**src/rtl/bellman_ford_negative_cycle_defines.svh**
```systemverilog
// Assertion macros used by the top-level RTL file.
`ifndef BELLMAN_FORD_NEGATIVE_CYCLE_DEFINES_SVH
`define BELLMAN_FORD_NEGATIVE_CYCLE_DEFINES_SVH

// The condition must hold in the same cycle as the trigger.
`define BFNC_ASSERT_SAME(lbl, ante, cons, msg) \
  lbl: assert property (@(posedge clk) disable iff (!rst_n) (ante) |-> (cons)) \
    else $error(msg);

// The condition must hold in the cycle after the trigger.
`define BFNC_ASSERT_NEXT(lbl, ante, cons, msg) \
  lbl: assert property (@(posedge clk) disable iff (!rst_n) (ante) |=> (cons)) \
    else $error(msg);

`endif

```
**src/rtl/bfnc_pkg.sv**
```systemverilog
package bfnc_pkg;

  localparam int DEF_MAX_VERTICES = 64;
  localparam int DEF_WEIGHT_BITS  = 16;
  localparam int DIST_W           = 32;

  // Transaction function codes.
  localparam logic [1:0] FUNC_CLEAR = 2'd0;
  localparam logic [1:0] FUNC_EDGE  = 2'd1;
  localparam logic [1:0] FUNC_RUN   = 2'd2;

  // Configuration register indexes.
  localparam logic CFG_VERTEX_COUNT  = 1'b0;
  localparam logic CFG_SOURCE_VERTEX = 1'b1;

  typedef enum logic [2:0] {
    ST_CLEAR,
    ST_IDLE,
    ST_RUN_INIT,
    ST_ROW_START,
    ST_ROW_LOAD,
    ST_SCAN,
    ST_DONE
  } state_t;

  typedef struct packed {
    logic              relax;
    logic [DIST_W-1:0] cand;
  } relax_t;

endpackage

```
**src/rtl/bfnc_ram.sv**
```systemverilog
module bfnc_ram import bfnc_pkg::*; #(
  parameter int WIDTH = DEF_WEIGHT_BITS,
  parameter int DEPTH = DEF_MAX_VERTICES
) (
  input  logic                                  clk,
  input  logic                                  we,
  input  logic [(DEPTH > 1 ? $clog2(DEPTH) : 1)-1:0] waddr,
  input  logic [WIDTH-1:0]                      wdata,
  input  logic [(DEPTH > 1 ? $clog2(DEPTH) : 1)-1:0] raddr,
  output logic [WIDTH-1:0]                      rdata
);

  logic [WIDTH-1:0] mem_r [DEPTH];
  logic [WIDTH-1:0] rdata_r;

  always_ff @(posedge clk) begin
    if (we) begin
      mem_r[waddr] <= wdata;
    end
    rdata_r <= mem_r[raddr];
  end

  assign rdata = rdata_r;

endmodule

```
**config.mk**
```make
export PLATFORM = sky130hd
export DESIGN_NAME = bfnc_ram
export DESIGN_NICKNAME = d
export VERILOG_FILES = /design/src/rtl/bellman_ford_negative_cycle_defines.svh /design/src/rtl/bfnc_pkg.sv /design/src/rtl/bfnc_ram.sv
export SDC_FILE = /design/constraint.sdc
export NUM_CORES = 1
export LEC_CHECK = 0
export ABC_AREA = 1
export BUFFER_PORTS_ARGS = -buffer_cell sky130_fd_sc_hd__buf_2
export CORE_MARGIN = 3
export CORE_UTILIZATION = 39
export CTS_CLUSTER_SIZE = 10
export DETAILED_ROUTE_END_ITERATION = 12
export MAX_ROUTING_LAYER = met4
export SETUP_SLACK_MARGIN = 0.3
export SYNTH_ARGS = -nofsm -noshare
export SYNTH_HDL_FRONTEND = slang
export SYNTH_SLANG_ARGS = --single-unit
```
**constraint.sdc**
```tcl
create_clock -name clk -period 5.4 [get_ports clk]
set_input_delay 0.27 -clock clk [delete_from_list [all_inputs] [get_ports clk]]
set_output_delay 0.27 -clock clk [all_outputs]
set_load 0.01 [all_outputs]
```
======== After elaboration in Yosys (flattened, before gate mapping) ========
Memories as Yosys holds them, arrays and structs flattened. A register that Yosys moved wholly into a read port is not among the register bits.
Index checks and enable logic that the tools add are counted.
Widths: inputs -> output; s select.
operators by class
  eq/ne operators ......................... 0
  div/mod/pow operators ................... 0
  add/subtract/negate cells ............... 0
  reductions and logical operators ........ 0
  shift operators ......................... 0
  order comparisons ....................... 0
  bitwise operators ....................... 0
  multiply operators ...................... 0
  muxes and demuxes ....................... 2
operator list
  operator  count
  $mux 1    2
storage, ports and cells
  latch bits .............................. 0
  memories kept ........................... 1
  RAM bits ................................ 1024
  flip-flop bits (word level) ............. 0
  input port bits ......................... 30
  memory bits (read-only) ................. 0
memories
  memory  words  bits a word  read ports  clocked after memory_dff  write ports  line            text
  mem_r   64     16           1           1                         1            bfnc_ram.sv:13  logic [WIDTH-1:0] mem_r [DEPTH];

======== Logic depth before layout (Yosys ltp) ========
Gate-level depths: netlist of run 1.
  depth after elaboration ................. 2
  gate-level depth with buffers ........... 12
  mapped depth without buffers ............ 9

======== Worst setup path after synthesis of run 1 ========
No wires, ideal clock.
  kind .................................... input to register
  start point ............................. input port we
  end point ............................... memory mem_r[48][0] (netlist name), enable pin
  stages .................................. 3
  path slack .............................. 2576 ps
  arrival time ............................ 2394 ps
  library setup time ...................... 431 ps
  buffers on the path ..................... 1
  cell sequence ........................... clkbuf_1 -> nand4_1 -> nor4_1
between the ends
  word-level cells in the longest chain between the ends .. 2
ends and longest elaborated chain
  item                          line            text
  from (decl)                   bfnc_ram.sv:6   input logic we,
  $mux 1                        bfnc_ram.sv:17  if (we) begin
  $mux 1 (implied by the code)  bfnc_ram.sv:18  mem_r[waddr] <= wdata;
  to (decl)                     bfnc_ram.sv:13
Every way passes these cells.

==> results.json, run 1 <==
{
  "grt_max_degree": 203,
  "clkTransAtPathRegs_ns": 0.06,
  "cts_root_buf": "clkbuf_16",
  "wl_mm": 118,
  "worstSetupStartpoint": "raddr[0]",
  "start_util_pct": 39.7,
  "max_freq_ghz": 0.366,
  "synth_cell_types": 16,
  "run_status": "complete, no violations",
  "relSlewSlack_pct": 30.2,
  "arrival_ns": 3.28,
  "hold_viol_final": 0,
  "r2r_setup_slack_ns": 3.76,
  "nets": 3591,
  "fin_ws_ns": 2.67,
  "clock-sinks": 1040,
  "cts_buffers": 116,
  "vias": 27356,
  "path_max_fanout": 202,
  "layout-drive-gt1-share_pct": 8.11,
  "detail_route.vias_per_cell": 5.45,
  "chipWidth_um": 335,
  "final_common_cell": "nand2_1",
  "die-area_um2": 112000,
  "wl_per_cell_um": 23.4,
  "io_pins": 46,
  "first_pass_iters": 5,
  "cts_setup_buffers": 0,
  "setup_viol": 0,
  "hpwl_mm": 63.6,
  "grt_pass1_wl_mm": 174,
  "fillers": 9574,
  "cts_tree": "yes",
  "synthesis.area_um2": 42100,
  "port_buffers": 45,
  "insertion_delay_ns": 0.69,
  "clockBufferDepth": 3,
  "p_leak_nw": 16.7,
  "cap_violations": 0,
  "ctsResizeCount": 0,
  "core_um2": 106000,
  "ctsHoldBuffers": 0,
  "grt_usage_pct": 21.4,
  "preCtsSetupSlack_ns": 2.25,
  "yosysWarnings": 0,
  "fin_setup_tns_ns": 0,
  "drtIter0Drc": 3387,
  "r2r_start": "mem_r[51][0]",
  "seq_area_frac_synth_pct": 73.8,
  "min_path_type": "in -> reg",
  "grt_pass1_vias": 25707,
  "power_density_nw_per_um2": 366,
  "ant_nets": 0,
  "finalMaxSlewViolations": 0,
  "die_h_um": 335,
  "gp_congestion": 0.841,
  "start_kind": "input pin",
  "rsz0062_at_grt": "no",
  "skew_ns": 0.0315,
  "drc": 0,
  "ys_seq_elements": 1040,
  "ir_drop_mv": 0.251,
  "fin_crit_ns": 2.73,
  "synth_area_per_cell_um2": 12.0,
  "cp-end-kind": "flip-flop",
  "finalCritPeriodShare_pct": 50.6,
  "worst-setup-path-type": "in -> reg",
  "r2r-end": "rdata[0]",
  "holdWs_ns": 0.178,
  "worst_pin_slew_ns": 1.05,
  "grt.overflow.total": 0,
  "syn_to_final_growth_pct": 11.5,
  "crit_path_end": "rdata[0]",
  "synth_cells": 3517,
  "synthesis.nets": 3547,
  "final_cell_mix": "1,296 x nand2_1, 1,024 x edfxtp_1, 871 x nand3_1",
  "required_ns": 5.95,
  "antenna_found_initial": 10,
  "r2r_cells": 8,
  "h-tree-depth": 3,
  "core.rowCount": 119
}
stage by stage:
stage | utilization, % | instances | power, mW | cell area [um^2]
5_1_grt | 44.2 | 5017 | 17.7 | 46900
3_3_place_gp | 41.1 | 4834 | 10.2 | 43600
6_report | 44.2 | 5021 | 17.2 | 46900
3_5_place_dp | 41.1 | 4834 | 10.2 | 43600
4_1_cts | 44.2 | 5015 | 17.3 | 46900
2_1_floorplan | - | 3517 | 9.73 | 42100
final cells by class:
class	instances	area (um^2)	area share, %
inverters	12	72.6	0.155
clock inverters	5	46.3	0.0986
flip-flops and latches	1040	31100	66.2
diodes	6	15.0	0.0320
multi-input cells	2240	9600	20.5
repair buffers	151	1120	2.38
well taps	1391	1740	3.71
clock buffers	176	3270	6.98
worst min-delay path by stage:
stage / cells past startpoint / to / slack (ns) / start
2_1_floorplan: 0 / mem_r[0][0] / 0.37 / wdata[0]
3_3_place_gp: 1 / rdata[4] / 0.72 / rdata[4]
3_5_place_dp: 1 / rdata[4] / 0.72 / rdata[4]
4_1_cts: 3 / rdata[12] / 0.14 / raddr[5]
5_1_grt: 3 / rdata[12] / 0.19 / raddr[5]
6_report: 3 / rdata[12] / 0.18 / raddr[5]
Yosys cell counts:
cell / count / area, um^2
buf_2: 113 / 566
buf_6: 49 / 552
buf_4: 19 / 143
dfxtp_1: 16 / 320
edfxtp_1: 1024 / 30700
nor4_1: 8 / 50.1
inv_8: 1 / 11.3
nor2_1: 56 / 210
buf_1: 17 / 63.8
inv_2: 2 / 7.51
clkbuf_1: 26 / 97.6
nand3_1: 871 / 4360
inv_1: 9 / 33.8
nand4_1: 9 / 56.3
buf_8: 1 / 15.0
nand2_1: 1296 / 4860
worst max-delay path, stage by stage:
cell	delay, ns
buf_8	0.43
inv_16	0.32
buf_12	0.48
nand2_1	0.15
nand3_1	0.08
nand3_1	0.14
nand2_1	0.14
nand2_1	0.10
nand3_1	0.21
nand3_1	0.31
nand2_1	0.11
power breakdown:
part	switching, mW	total (mW)	internal [mW]
clock network	2.98	7.12	4.14
logic	0.826	1.07	0.242
registers	0.0461	8.99	8.94
total	3.85	17.2	13.3
logic make-up (layout without fill, tap and decap cells):
logic type	after synthesis	in the layout	share of synthesized area, %
flip-flops	1040	1040	73.8
other	0	6	0
buffers and inverters	237	344	3.54
AND/OR/NAND/NOR	2240	2240	22.7
registers in the layout, summed over array words and instances (netlist names):
register,cells
rdata,16
mem_r,1024
layer usage:
metal / track usage (%) / routed length [um]
met1: 30.9 / 50900
met2: 31.6 / 53400
met3: 4.07 / 11400
met4: 4.41 / 2040
met5: - / 0
(Power assumes the default switching activity.)
==> run 2, diff against run 1 <==
==> constraint.sdc (replaced) <==
create_clock -name clk -period 2.8 [get_ports clk]
set_input_delay 0.14 -clock clk [delete_from_list [all_inputs] [get_ports clk]]
set_output_delay 0.14 -clock clk [all_outputs]
set_load 0.01 [all_outputs]
==> run 2 against run 1 <==
Combinational power up 100%. Register-to-register slack worse by 2.4 ns. Largest cell class unchanged. Non-clock buffer count up 57. Design area up 1.5%.
==> results.json, run 2 (synthesis gave the netlist of run 1 again) <==
{
  "worst-setup-path-type": "in -> reg",
  "finalMaxSlewViolations": 0,
  "worst_pin_slew_ns": 0.905,
  "io_pins": 46,
  "power_density_nw_per_um2": 690,
  "crit_slowest_cell": "buf_12",
  "skew_ns": 0.0323,
  "run_status": "complete, no violations",
  "place_inst": 4884,
  "p_sw_share_pct": 22.5,
  "use_met2_pct": 30.4,
  "r2r-end": "rdata[4]",
  "port_buffers": 45,
  "crit_buf_inv": 3,
  "min_path_type": "in -> reg",
  "clkTransAtPathRegs_ns": 0.06,
  "p_clk_share_pct": 40.8,
  "crit_path_max_incr_delay_ns": 0.51,
  "r2r_setup_slack_ns": 1.31,
  "hold_path_startpoint": "wdata[7]",
  "holdPathEnd": "mem_r[2][7]",
  "grt_busiest_layer": "met2",
  "chipWidth_um": 335,
  "gp_congestion": 0.851,
  "worstSetupStartpoint": "raddr[0]",
  "wl_mm": 117,
  "relSlewSlack_pct": 39.7,
  "die_h_um": 335,
  "ir_drop_mv": 0.483,
  "cts_buffers": 115,
  "syn_to_final_growth_pct": 13.2,
  "detail_route.vias_per_cell": 5.39,
  "fin_setup_tns_ns": 0,
  "cts_setup_buffers": 0,
  "core_um2": 106000,
  "grt_max_degree": 145,
  "largest_reg_flops": 1024,
  "clock-sinks": 1040,
  "max_freq_ghz": 0.581,
  "antenna_found_initial": 16,
  "grt_usage_pct": 21.2,
  "grt_pass1_vias": 25620,
  "crit_family": "buffers and inverters",
  "required_ns": 3.43,
  "h-tree-depth": 3,
  "cp-end-kind": "flip-flop",
  "grtUsageMet1_pct": 29.9,
  "vias": 27347,
  "setup_viol": 0,
  "nets": 3647,
  "finalCritPeriodShare_pct": 61.5,
  "multi_input_comb_area_um2": 9600,
  "layout-drive-gt1-share_pct": 9.30,
  "final_cells": 5077,
  "fin_crit_ns": 1.72,
  "ant_nets": 0,
  "insertion_delay_ns": 0.69,
  "hold_depth": 1,
  "core.rowCount": 119,
  "grt_pass1_wl_mm": 172,
  "start_util_pct": 39.7,
  "clockBufferDepth": 3,
  "rsz0062_at_grt": "no",
  "r2r_cells": 8,
  "hold_viol_final": 0,
  "start_kind": "input pin",
  "path_max_fanout": 144,
  "grt.overflow.total": 0,
  "p_leak_nw": 17.1,
  "first_pass_iters": 6,
  "fillers": 9568,
  "cts_tree": "yes",
  "wl_per_cell_um": 23.0,
  "cap_violations": 0,
  "p_int_mw": 25.5,
  "r2r_start": "mem_r[7][4]",
  "final_common_cell": "nand2_1",
  "sequentialPowerShare_pct": 52.6,
  "p_switching_mw": 7.41,
  "largest-register": "mem_r",
  "final_cell_mix": "1,296 x nand2_1, 1,024 x edfxtp_1, 871 x nand3_1",
  "comb_power_share_pct": 6.6,
  "drc": 0,
  "arrival_ns": 2.35,
  "cts_root_buf": "clkbuf_16",
  "use_met3_pct": 5.25,
  "drtIter0Drc": 3209,
  "seq_area_um2": 31100,
  "die-area_um2": 112000,
  "crit_path_cell_trace": "buf_8 -> buf_12 -> buf_4 -> nand2_1 -> nand3_1 -> nand3_1 -> nand2_1 -> nand2_1 -> nand3_1 -> nand3_1 -> nand2_1",
  "hpwl_mm": 67.9
}
==> run 2: changes by cell type in the layout (fill, tap and decap cells not counted), sizes merged <==
cell | previous run | this run
buf | 151 | 201
clkbuf | 176 | 169
clkinv | 5 | 4
diode | 6 | 9
dlygate4sd3 | 0 | 7
inv | 11 | 15
==> run 2: stage by stage <==
| stage | instance area [um^2] | setup WS (ns) | power, mW | util [%] | hold slack, ns |
|---|---|---|---|---|---|
| after floorplan | 42100 | 0.106 | 18.8 | - | 0.239 |
| after global placement | 44300 | 0.531 | 19.8 | 41.8 | 0.368 |
| after detailed placement | 44300 | 0.502 | 19.8 | 41.8 | 0.372 |
| after CTS | 47600 | 1.22 | 33.1 | 44.9 | 0.0182 |
| after global routing | 47600 | 0.985 | 33.9 | 44.9 | 0.0497 |
| final | 47700 | 1.08 | 32.9 | 44.9 | 0.0406 |
==> run 2: area by class of cell <==
type,count,share of cell area [%]
antenna,9,0.0473
multi-input combinational,2240,20.1
inverter,12,0.150
clock inverter,8,0.205
clock buffer,169,6.57
sequential,1040,65.2
tap,1391,3.65
timing repair buffer,208,4.04
==> run 2: repair_timing <==
action | CTS | global route
resized for setup | 0 | 0
hold endpoints to repair | 102 | 0
hold buffers | 7 | 0
==> run 2: how the worst max path moves through the flow <==
stage | to | depth (start not counted)
after floorplan | mem_r[48][0] | 3
after global placement | rdata[8] | 11
after detailed placement | rdata[8] | 11
after CTS | rdata[3] | 1
after global routing | rdata[8] | 11
final | rdata[8] | 11
==> run 2: layer usage <==
metal	vias up	part of all wire (%)	wire length (um)
met1	13459	43	50700
met5	-	0	0
met2	1130	44	51500
met4	0	2.8	3240
li1	12569	-	-
met3	189	9.8	11500
==> run 2: worst reg2reg max path, cell delays in order (launching register included) <==
cell	delay, ns
edfxtp_1	0.36
nand2_1	0.08
nand3_1	0.09
nand3_1	0.11
nand2_1	0.12
nand2_1	0.09
nand3_1	0.20
nand3_1	0.25
nand2_1	0.09
==> run 2: power by group through the flow <==
stage	logic [mW]	registers [mW]	clock network [mW]
floorplan	1.15	17.6	0
global placement	2.13	17.6	0
detailed placement	2.15	17.6	0
CTS	2.16	17.3	13.6
global route	2.35	17.3	14.2
finish	2.16	17.3	13.4
