`src/rtl/bellman_ford_negative_cycle_defines.svh`:
```
// Assertion macros used by the top-level RTL file.
`ifndef BELLMAN_FORD_NEGATIVE_CYCLE_DEFINES_SVH
`define BELLMAN_FORD_NEGATIVE_CYCLE_DEFINES_SVH

// The condition must hold in the same cycle as the trigger.
`define BFNC_ASSERT_SAME(lbl, ante, cons, msg) \
  lbl: assert property (@(posedge clk) disable iff (!rst_n) (ante) |-> (cons)) \
    else $error(msg);

// The condition must hold in the cycle after the trigger.
`define BFNC_ASSERT_NEXT(lbl, ante, cons, msg) \
  lbl: assert property (@(posedge clk) disable iff (!rst_n) (ante) |=> (cons)) \
    else $error(msg);

`endif

```
`src/rtl/bfnc_pkg.sv`:
```
package bfnc_pkg;

  localparam int DEF_MAX_VERTICES = 64;
  localparam int DEF_WEIGHT_BITS  = 16;
  localparam int DIST_W           = 32;

  // Transaction function codes.
  localparam logic [1:0] FUNC_CLEAR = 2'd0;
  localparam logic [1:0] FUNC_EDGE  = 2'd1;
  localparam logic [1:0] FUNC_RUN   = 2'd2;

  // Configuration register indexes.
  localparam logic CFG_VERTEX_COUNT  = 1'b0;
  localparam logic CFG_SOURCE_VERTEX = 1'b1;

  typedef enum logic [2:0] {
    ST_CLEAR,
    ST_IDLE,
    ST_RUN_INIT,
    ST_ROW_START,
    ST_ROW_LOAD,
    ST_SCAN,
    ST_DONE
  } state_t;

  typedef struct packed {
    logic              relax;
    logic [DIST_W-1:0] cand;
  } relax_t;

endpackage

```
`src/rtl/bfnc_relax.sv`:
```
module bfnc_relax import bfnc_pkg::*; #(
  parameter int WEIGHT_BITS = DEF_WEIGHT_BITS
) (
  input  logic signed [DIST_W-1:0]      dist_tail,
  input  logic signed [WEIGHT_BITS-1:0] weight,
  input  logic signed [DIST_W-1:0]      dist_head,
  input  logic                          head_reached,
  output relax_t                        res
);

  logic signed [DIST_W:0]   sum;
  logic signed [DIST_W-1:0] cand;

  always_comb begin
    sum = (DIST_W+1)'(dist_tail) + (DIST_W+1)'(weight);
    // Saturate when the top two bits of the sum disagree.
    if (sum[DIST_W] != sum[DIST_W-1]) begin
      cand = sum[DIST_W] ? {1'b1, {(DIST_W-1){1'b0}}} : {1'b0, {(DIST_W-1){1'b1}}};
    end else begin
      cand = sum[DIST_W-1:0];
    end
    res.cand  = cand;
    res.relax = (weight != '0) && (!head_reached || (cand < dist_head));
  end

endmodule
```
`config.mk`:
```
export PLATFORM = sky130hd
export DESIGN_NAME = bfnc_relax
export DESIGN_NICKNAME = d
export VERILOG_FILES = /design/src/rtl/bellman_ford_negative_cycle_defines.svh /design/src/rtl/bfnc_pkg.sv /design/src/rtl/bfnc_relax.sv
export SDC_FILE = /design/constraint.sdc
export NUM_CORES = 1
export LEC_CHECK = 0
export ABC_AREA = 1
export BUFFER_PORTS_ARGS = -buffer_cell sky130_fd_sc_hd__buf_2
export CAP_MARGIN = 5
export CORE_MARGIN = 2
export CORE_UTILIZATION = 52
export DETAILED_ROUTE_END_ITERATION = 8
export PLACE_DENSITY = 0.83
export SLEW_MARGIN = 15
export SYNTH_ARGS = -nofsm -noshare
export SYNTH_HDL_FRONTEND = slang
export SYNTH_SLANG_ARGS = --single-unit
```
`constraint.sdc`:
```
create_clock -name vclk -period 6.8
set_clock_uncertainty 0.15 [all_clocks]
set_input_delay 1.7 -clock vclk [all_inputs]
set_output_delay 1.7 -clock vclk [all_outputs]
set_load 0.01 [all_outputs]
```
After elaboration in Yosys (flattened, before gate mapping)

Cells that the tools add are included.

Shifts and indexed selects: 0
$add $sub $neg: 1
Muxes and demuxes: 2
Div/mod/pow operators: 0
Multiply operators: 0
Eq/ne operators: 1
Magnitude comparators: 1
Bitwise gates (word level): 0
Reduce and logical (&&, ||, !) cells: 4

Operators with widths:

| kind                | number |
|---|---|
| $mux W32            | 2 |
| $add A32 B16 Y33    | 1 |
| $lt A32 B32 Y1      | 1 |
| $reduce_bool A16 Y1 | 1 |
| $logic_and A1 B1 Y1 | 1 |
| $logic_not A1 Y1    | 1 |
| $logic_or A1 B1 Y1  | 1 |
| $ne A1 B1 Y1        | 1 |

Logic and storage cells: 9
Bits in read-only memories: 0
Input bits: 81
Bits in writable memories: 0
Memories kept: 0
Latch bits: 0
Register bits after elaboration: 0
Output and inout bits: 33

Longest topological paths before layout

Gate-level depths: netlist of run 1.

Depth in word-level cells: 6
Gate-level depth with buffers: 32
Depth with buffers taken out: 31

Worst setup path after synthesis of run 1

Ideal clock, no wire load.

Kind: input to output
Start: input dist_tail[0]
End: output res[32] in the netlist's numbering
Cell stages on the path: 30
Required time: 4.950 ns
Arrival time: 4.878 ns
Setup slack: 0.072 ns
Buffers on the path: 2
Cell sequence: ha_1 inv_1 fa_1 inv_1 nand2_1 nand2_1 nand3_2 nand2_2 nand2_2 nand2_4 nand2_2 nand2_2 nand2_1 nand2_1 nand3_2 clkbuf_1 buf_2 a21oi_1 ha_1 nand2_1 inv_1 nand3_1 a31oi_1 a2111oi_0 nand2_1 nand2_1 nand3_1 nand3_1 nand2_1 inv_1

RTL lines:

| item               | line            | RTL |
|---|---|---|
| start: declaration | bfnc_relax.sv:4 | `input logic signed [DIST_W-1:0] dist_tail,` |
| end: declaration   | bfnc_relax.sv:8 | `output relax_t res` |

==> summary.txt, run 1 <==
Outcome
  – Status: finished with violations
  – Failing checks: negative setup slack

Power and ir drop
  – Switching Share: between 50% and 60%
  – Net load switching power: 0.000486 W
  – Internal power: about 0.00039 W
  – Leak: between 2 and 3 nW
  – VDD IR max: roughly 0.13 mV
  – Clock power frac: 0%
  – Logic pwr share: 100.0%
  – PD cells: ~180 mW/mm^2
  – Reg power frac: 0%

Min path
  – Hold path start: head_reached
  – Hold Path Class: in2out

Drt
  – DRC violations left: 0
  – DRT Pass-1 Iters: 5
  – Metal2 WL: about 7.5 mm
  – Top sig layer: met4
  – Met1 WL: about 5.6 mm
  – Wirelength, routed: roughly 17 mm
  – Post-route antenna net violation count: 0
  – Wire length per cell: 22.6 um
  – Initial detailed-routing violation count: about 740
  – Met3 wire len: about 2.1 mm
  – Via Count: just over 5000
  – Via density: approximately 6.6

Final layout
  – Fin area: roughly 0.0050 sq mm
  – Clkbuf count: 0
  – Seq_cells: 0
  – Register Area: 0 sq um
  – NumNets Final: roughly 840
  – N_diodes: 0
  – Layout cells sized above 1: 50.2%
  – Area delta synth->final: 76.0%

Placed design
  – Gpl congestion: 0.917
  – Port bufs: between 100 and 150
  – Placement Cell Area: roughly 0.0042 sq mm
  – Post-DP HPWL: ~8.4 mm

Logic synthesis
  – Cell variety after synth: 38
  – Largest area contributor in the netlist: ha_1
  – Post-synth top cells: 123 x nand2_1, 76 x inv_1, 62 x ha_1, 56 x a21oi_1, 24 x nor2_1
  – Synthesized instance count: between 400 and 500
  – Synth top area share: between 20 and 30%
  – Synthesized cell area: between 0.002 and 0.003 sq mm
  – Net Count, Synth: 619
  – Post-synthesis sequential area ratio: 0%
  – Synth warn: 0
  – Post-Syn Area per Cell: between 5 and 6 sq um
  – Top-count cell post-synth: nand2_1
  – Top cells by area, synth: ha_1 27%, nand2_1 16%, inv_1 10%, a21oi_1 9.9%, xnor2_1 5.2%

Global routing
  – Initial antenna violation count: 0
  – Tot GR Track Use: between 30 and 40%
  – Vias in the first global route: ~4100
  – First-pass GRT wire length: roughly 18 mm
  – Congestion Overflow GR: 0
  – Largest net degree at the start of global routing: 19

Timing
  – Slew Limit Fails: 0
  – Worst-Margin Slew: approximately 0.55 ns
  – Fin crit period: 7.43 ns
  – Hold Violations, Final: 0
  – Relative slew slack: 63.2%
  – Final setup fails: 2
  – Worst hold slack: about 3.7 ns
  – Fin worst setup slack: -0.633 ns
  – RSZ-0062 raised after global routing: true
  – FMAX: 135 MHz
  – Fin crit share: 109%

Clock tree
  – # hold bufs at CTS: 0

Floorplanning
  – Die area: 0.00607 sq mm
  – Core area: 0.00520 sq mm
  – # rows: 26
  – Die W: 77.9 um
  – Initial Util: a little over half
  – Top-level I/O count: approximately 110
  – Die Ht: between 70 and 80 um

Critical path
  – CP Launch Point: weight[15]
  – CP Buf/Inv Count: 6
  – CP required: about 5.0 ns
  – Startpoint types: primary input
  – Largest delay share family, worst path: simple AND/OR/NAND/NOR gates
  – WS Path Type: in2out
  – CP peak stage delay: 0.35 ns
  – Critical Path AT: between 5 and 6 ns
  – Critical Path End Type: primary output
  – Largest fanout on the critical path: 18
  – Slowest CP cell: ha_1
  – Crit path top cell by count: nand2_1

Run
  – Maxcap violations: 0
==> per-layer routing <==
metal  global-route usage, %  vias to the layer above
li1                        -                     2010
met1                    42.3                     2175
met2                    67.9                      611
met3                    2.33                      259
met4                    11.6                        0
met5                       0                        -
==> final timing paths <==
check | end | slack (ns) | cells past startpoint
worst min-delay path | res[32] | 3.65 | 5
worst max-delay path | res[32] | -0.63 | 27
==> worst min-delay path, cell delays in order <==
cell and delay, ns:
buf_2 0.08, nand3_1 0.07, nand2_1 0.08, inv_1 0.04
buf_2 0.13
==> cells in the final DEF (no fill, tap or decap), drive strengths merged, types with 2 or more instances in the layout <==
| cell | instances |
|---|---|
| buf | 227 |
| nand2 | 143 |
| a211oi | 2 |
| o21bai | 4 |
| or2 | 5 |
| inv | 86 |
| o21ai | 7 |
| a21boi | 3 |
| nand3 | 14 |
| xor2 | 9 |
| o2111ai | 2 |
| nor3 | 2 |
| nand4 | 5 |
| xnor2 | 17 |
| ha | 62 |
| nor4 | 4 |
| a31oi | 10 |
| a21oi | 60 |
| nor2 | 26 |
==> layout make-up <==
cell class | instances | area, sq um
repair buffers | 228 | 1500
fillers | 117 | 205
well taps | 70 | 87.6
inverters | 86 | 325
multi-input cells | 383 | 3090
==> per-stage QoR <==
step           power (W)  util [%]  cells  setup TNS [ns]  setup WS [ns]
6_report        0.000880      96.1    767          -0.684         -0.633
3_5_place_dp    0.000619      80.0    743          -0.291         -0.291
2_1_floorplan   0.000341         -    475               0         0.0715
5_1_grt         0.000917      96.1    767           -1.12         -0.982
4_1_cts         0.000696      88.8    759               0       0.000372
3_3_place_gp    0.000603      80.0    743          -0.178         -0.178
==> power by group through the flow <==
stage                     Combinational, W  Clock, W  Sequential, W
after global placement            0.000603         0              0
after CTS                         0.000696         0              0
final                             0.000880         0              0
after floorplan                   0.000341         0              0
after global routing              0.000917         0              0
after detailed placement          0.000619         0              0
==> logic make-up (layout without fill, tap and decap cells) <==
family	Yosys count	count (layout)	synth area share [%]
compound gates	93	93	19.2
buf+inv	92	314	12.2
fa+ha+maj	63	63	28.0
simple gates	201	201	32.6
xor+xnor	26	26	8.02
==> timing repair <==
action / CTS / global route
pin swaps: 33 / 29
gates resized for setup: 55 / 53
gates cloned: 0 / 1
setup endpoints to repair: 1 / 2
buffers inserted: 17 / 7
No activity file was read; power rests on OpenSTA's default activity.
==> run 2, diff against run 1 <==
--- a/config.mk
+++ b/config.mk
@@ -11,7 +11,7 @@
 export CORE_MARGIN = 2
 export CORE_UTILIZATION = 52
 export DETAILED_ROUTE_END_ITERATION = 8
-export PLACE_DENSITY = 0.83
+export PLACE_DENSITY = 0.95
 export SLEW_MARGIN = 15
 export SYNTH_ARGS = -nofsm -noshare
 export SYNTH_HDL_FRONTEND = slang
==> summary.txt, run 2 <==
Logic synthesis
  – Net Count, Synth: 619 (unchanged)
  – Post-synthesis simple-gate area fraction: 32.6% (unchanged)
  – Synthesized instance count: 475 (unchanged)
  – Synth top area share: 27.3% (unchanged)
  – Cell variety after synth: 38 (unchanged)
  – Top cells by area, synth: ha_1 27%, nand2_1 16%, inv_1 10%, a21oi_1 9.9%, xnor2_1 5.2%
  – Post-synthesis sequential area ratio: 0% (unchanged)
  – Top-count cell post-synth: nand2_1
  – Synth warn: 0 (unchanged)
  – Post-Syn Area per Cell: 5.98 sq um (unchanged)
  – Largest family of logic cells by synthesized area: simple AND/OR/NAND/NOR gates
  – Mux cell area share after synthesis: 0% (unchanged)
  – Synth Area in Compound Gates: 19.2% (unchanged)
  – Largest area contributor in the netlist: ha_1
  – Post-synth top cells: 123 x nand2_1, 76 x inv_1, 62 x ha_1, 56 x a21oi_1, 24 x nor2_1
  – Post-Synth Adder-Cell Area: 28.0% (unchanged)
  – Xor and xnor fraction of the mapped netlist area: 8.02% (unchanged)
  – Synthesized cell area: 0.00284 sq mm (unchanged)

Floorplanning
  – Die W: 77.9 um (unchanged)
  – Initial Util: 54.6% (unchanged)
  – Die Ht: 77.9 um (unchanged)
  – Top-level I/O count: 114 (unchanged)
  – # rows: 26 (unchanged)

Placed design
  – Gpl congestion: 1.01 (+11%)
  – Placement Cell Area: 0.00419 sq mm (+0.66%)
  – Post-DP HPWL: 9.16 mm (+9.5%)
  – Port bufs: 114 (unchanged)
  – Place WS: -0.349 ns (-0.0577 ns)
  – Cells after DPL: 745 (+0.27%)

Timing
  – GRT worst endpoint: res[32]
  – Type of pin the worst path ends at: primary output

Clock tree
  – # hold bufs at CTS: 0 (unchanged)

Global routing
  – Congestion Overflow GR: 540
  – Largest net degree at the start of global routing: 19
  – Tot GR Track Use: about 92%

Outcome
  – Status: stopped before the end
  – Err: [ERROR GRT-0232] Routing congestion too high. Check the congestion heatmap in the GUI.
  – Exit stage: global routing (5_1_grt)
## run 2: kinds of logic after synthesis
group	count (synthesis)
fa+ha+maj	63
simple gates	201
xor+xnor	26
buf+inv	92
compound gates	93
## run 2: stage by stage
step | utilization [%] | setup TNS, ns
after floorplan | - | 0
after global placement | 80.5 | -0.149
after CTS | 87.5 | -0.176
after detailed placement | 80.5 | -0.349
## run 2: per-layer routing
metal  overflow  track usage (%)
met1          5             82.3
met4         84              105
met5          0             1.82
met2        448              136
met3          3             51.9
## run 2: what timing repair did
item / CTS
setup buffers: 15
resized for setup: 42
pin swaps: 19
endpoints found under the setup margin: 1
==> run 3, diff against run 2 <==
--- a/config.mk
+++ b/config.mk
@@ -9,9 +9,9 @@
 export BUFFER_PORTS_ARGS = -buffer_cell sky130_fd_sc_hd__buf_2
 export CAP_MARGIN = 5
 export CORE_MARGIN = 2
-export CORE_UTILIZATION = 52
+export CORE_UTILIZATION = 40
 export DETAILED_ROUTE_END_ITERATION = 8
-export PLACE_DENSITY = 0.95
+export PLACE_DENSITY_LB_ADDON = 0.15
 export SLEW_MARGIN = 15
 export SYNTH_ARGS = -nofsm -noshare
 export SYNTH_HDL_FRONTEND = slang
==> summary.txt, run 3 (same netlist as run 1, synthesis figures left out) <==
Global routing
  – Initial antenna violation count: 0
  – Vias in the first global route: between 3000 and 4000
  – Congestion Overflow GR: 0
  – Tot GR Track Use: 23.7%
  – Largest net degree at the start of global routing: 21
  – First-pass GRT wire length: between 15 and 20 mm

Timing
  – Fin worst setup slack: -0.0800 ns
  – Hold Violations, Final: 0
  – Fin crit share: 101%
  – Slew Limit Fails: 0
  – Final setup fails: 1
  – Relative slew slack: 55.1%
  – RSZ-0062 raised after global routing: true
  – Fin crit period: slightly below 7 ns
  – Worst-Margin Slew: ~0.67 ns
  – FMAX: 145 MHz

Critical path
  – CP required: about 5.0 ns
  – Largest fanout on the critical path: 17
  – Worst Setup EP: res[32]
  – WS Path Type: in2out
  – Startpoint types: primary input
  – Critical Path End Type: primary output
  – CP Launch Point: weight[15]
  – Critical Path AT: between 5 and 6 ns

Power and ir drop
  – Leak: around 2.7 nW
  – VDD IR max: ~0.096 mV
  – PD cells: 151 mW/mm^2
  – Total chip power: about 0.00078 W

Final layout
  – Commonest cells after routing, fill and taps aside: 113 x buf_4, 112 x nand2_1, 111 x buf_2, 72 x inv_1, 32 x ha_1
  – Most common cell after layout, fill and taps aside: buf_4
  – Register Area: 0 sq um
  – Area delta synth->final: 81.3%
  – N_diodes: 0
  – NumNets Final: about 850
  – Layout Cells excl Fill: between 700 and 800
  – Seq_cells: 0
  – Layout cells sized above 1: a little over half
  – Clkbuf count: 0

Floorplanning
  – # rows: 30 (+15%)
  – Die area: between 0.007 and 0.008 sq mm
  – Core area: about 0.0068 sq mm
  – Initial Util: 41.6% (-13 points)
  – Top-level I/O count: 114 (unchanged)
  – Die W: 88.3 um (+13%)
  – Die Ht: 88.3 um (+13%)

Placed design
  – Place WS: -0.423 ns (-0.0740 ns)
  – Port bufs: 114 (unchanged)
  – Cells after DPL: 784 (+5.2%)
  – Post-DP HPWL: 7.72 mm (-16%)
  – Gpl congestion: 0.878 (-13%)

Drt
  – Wire length per cell: between 10 and 15 um
  – Via density: between 4 and 5
  – Initial detailed-routing violation count: 100
  – Post-route antenna net violation count: 0
  – Via Count: just under 4000
  – Wirelength, routed: between 10 and 15 mm
  – DRC violations left: 0
  – DRT Pass-1 Iters: 4

Clock tree
  – # hold bufs at CTS: 0 (unchanged)

Min path
  – Hold Path Class: in2out

Run
  – Maxcap violations: 0

Outcome
  – Failing checks: negative setup slack
  – Status: finished with violations
## run 3: report_power, final
| part | internal [W] | switching [W] | total (W) |
|---|---|---|---|
| clock network | 0 | 0 | 0 |
| registers | 0 | 0 | 0 |
| logic | 0.000384 | 0.000394 | 0.000778 |
| total | 0.000384 | 0.000394 | 0.000778 |
## run 3: worst min path at each step
stage               to    startpoint  cells past startpoint  slack [ns]
3_3_place_gp   res[32]     weight[6]                      6        3.65
4_1_cts         res[0]     weight[0]                      5        3.67
3_5_place_dp   res[32]  head_reached                      5        3.66
5_1_grt        res[32]  head_reached                      5        3.64
6_report       res[32]  head_reached                      5        3.63
2_1_floorplan  res[32]  head_reached                      3        3.41
## run 3: metrics by stage
| stage | instance area (sq um) | utilization (%) | TNS [ns] | hold slack (ns) |
|---|---|---|---|---|
| 6_report | 5150 | 75.4 | -0.0800 | 3.63 |
| 3_3_place_gp | 4300 | 62.9 | -0.391 | 3.65 |
| 2_1_floorplan | 2840 | - | 0 | 3.41 |
| 4_1_cts | 4530 | 66.3 | -0.0744 | 3.67 |
| 3_5_place_dp | 4300 | 62.9 | -0.423 | 3.66 |
| 5_1_grt | 5150 | 75.4 | -0.311 | 3.64 |
## run 3: repair_timing
action,4_1_cts,5_1_grt
cloned,0,1
pin swaps,14,31
resized for setup,40,89
buffers inserted,3,8
setup endpoints to repair,1,1
## run 3: metal layers
layer,vias to the layer above,part of all wire [%],global-route usage (%)
met5,-,0,0
met1,1713,45,32.0
met4,0,1.3,2.20
met3,10,4.1,0.933
met2,111,50,43.3
li1,2015,-,-
## run 3: layout make-up
type	count	area (sq um)
Multi-Input combinational cell	383	3180
Fill cell	541	1680
Timing Repair Buffer	231	1520
Inverter	86	328
Tap cell	96	120
## run 3: critical path: stages
cell	delay [ns]
buf_12	0.15
buf_4	0.16
ha_4	0.28
nand2_1	0.08
nor2_2	0.14
nand2_2	0.10
nor2_2	0.17
nand2_2	0.09
nand2_2	0.09
nand2_4	0.06
nand2_2	0.07
nand2_4	0.08
nand2_2	0.08
inv_2	0.07
buf_4	0.18
a31oi_4	0.18
ha_1	0.27
a21oi_1	0.21
o21ai_0	0.14
a21oi_2	0.16
nor2_1	0.07
nor2_1	0.11
nand3_1	0.09
nand3_2	0.08
nand2_1	0.06
inv_1	0.04
buf_2	0.11
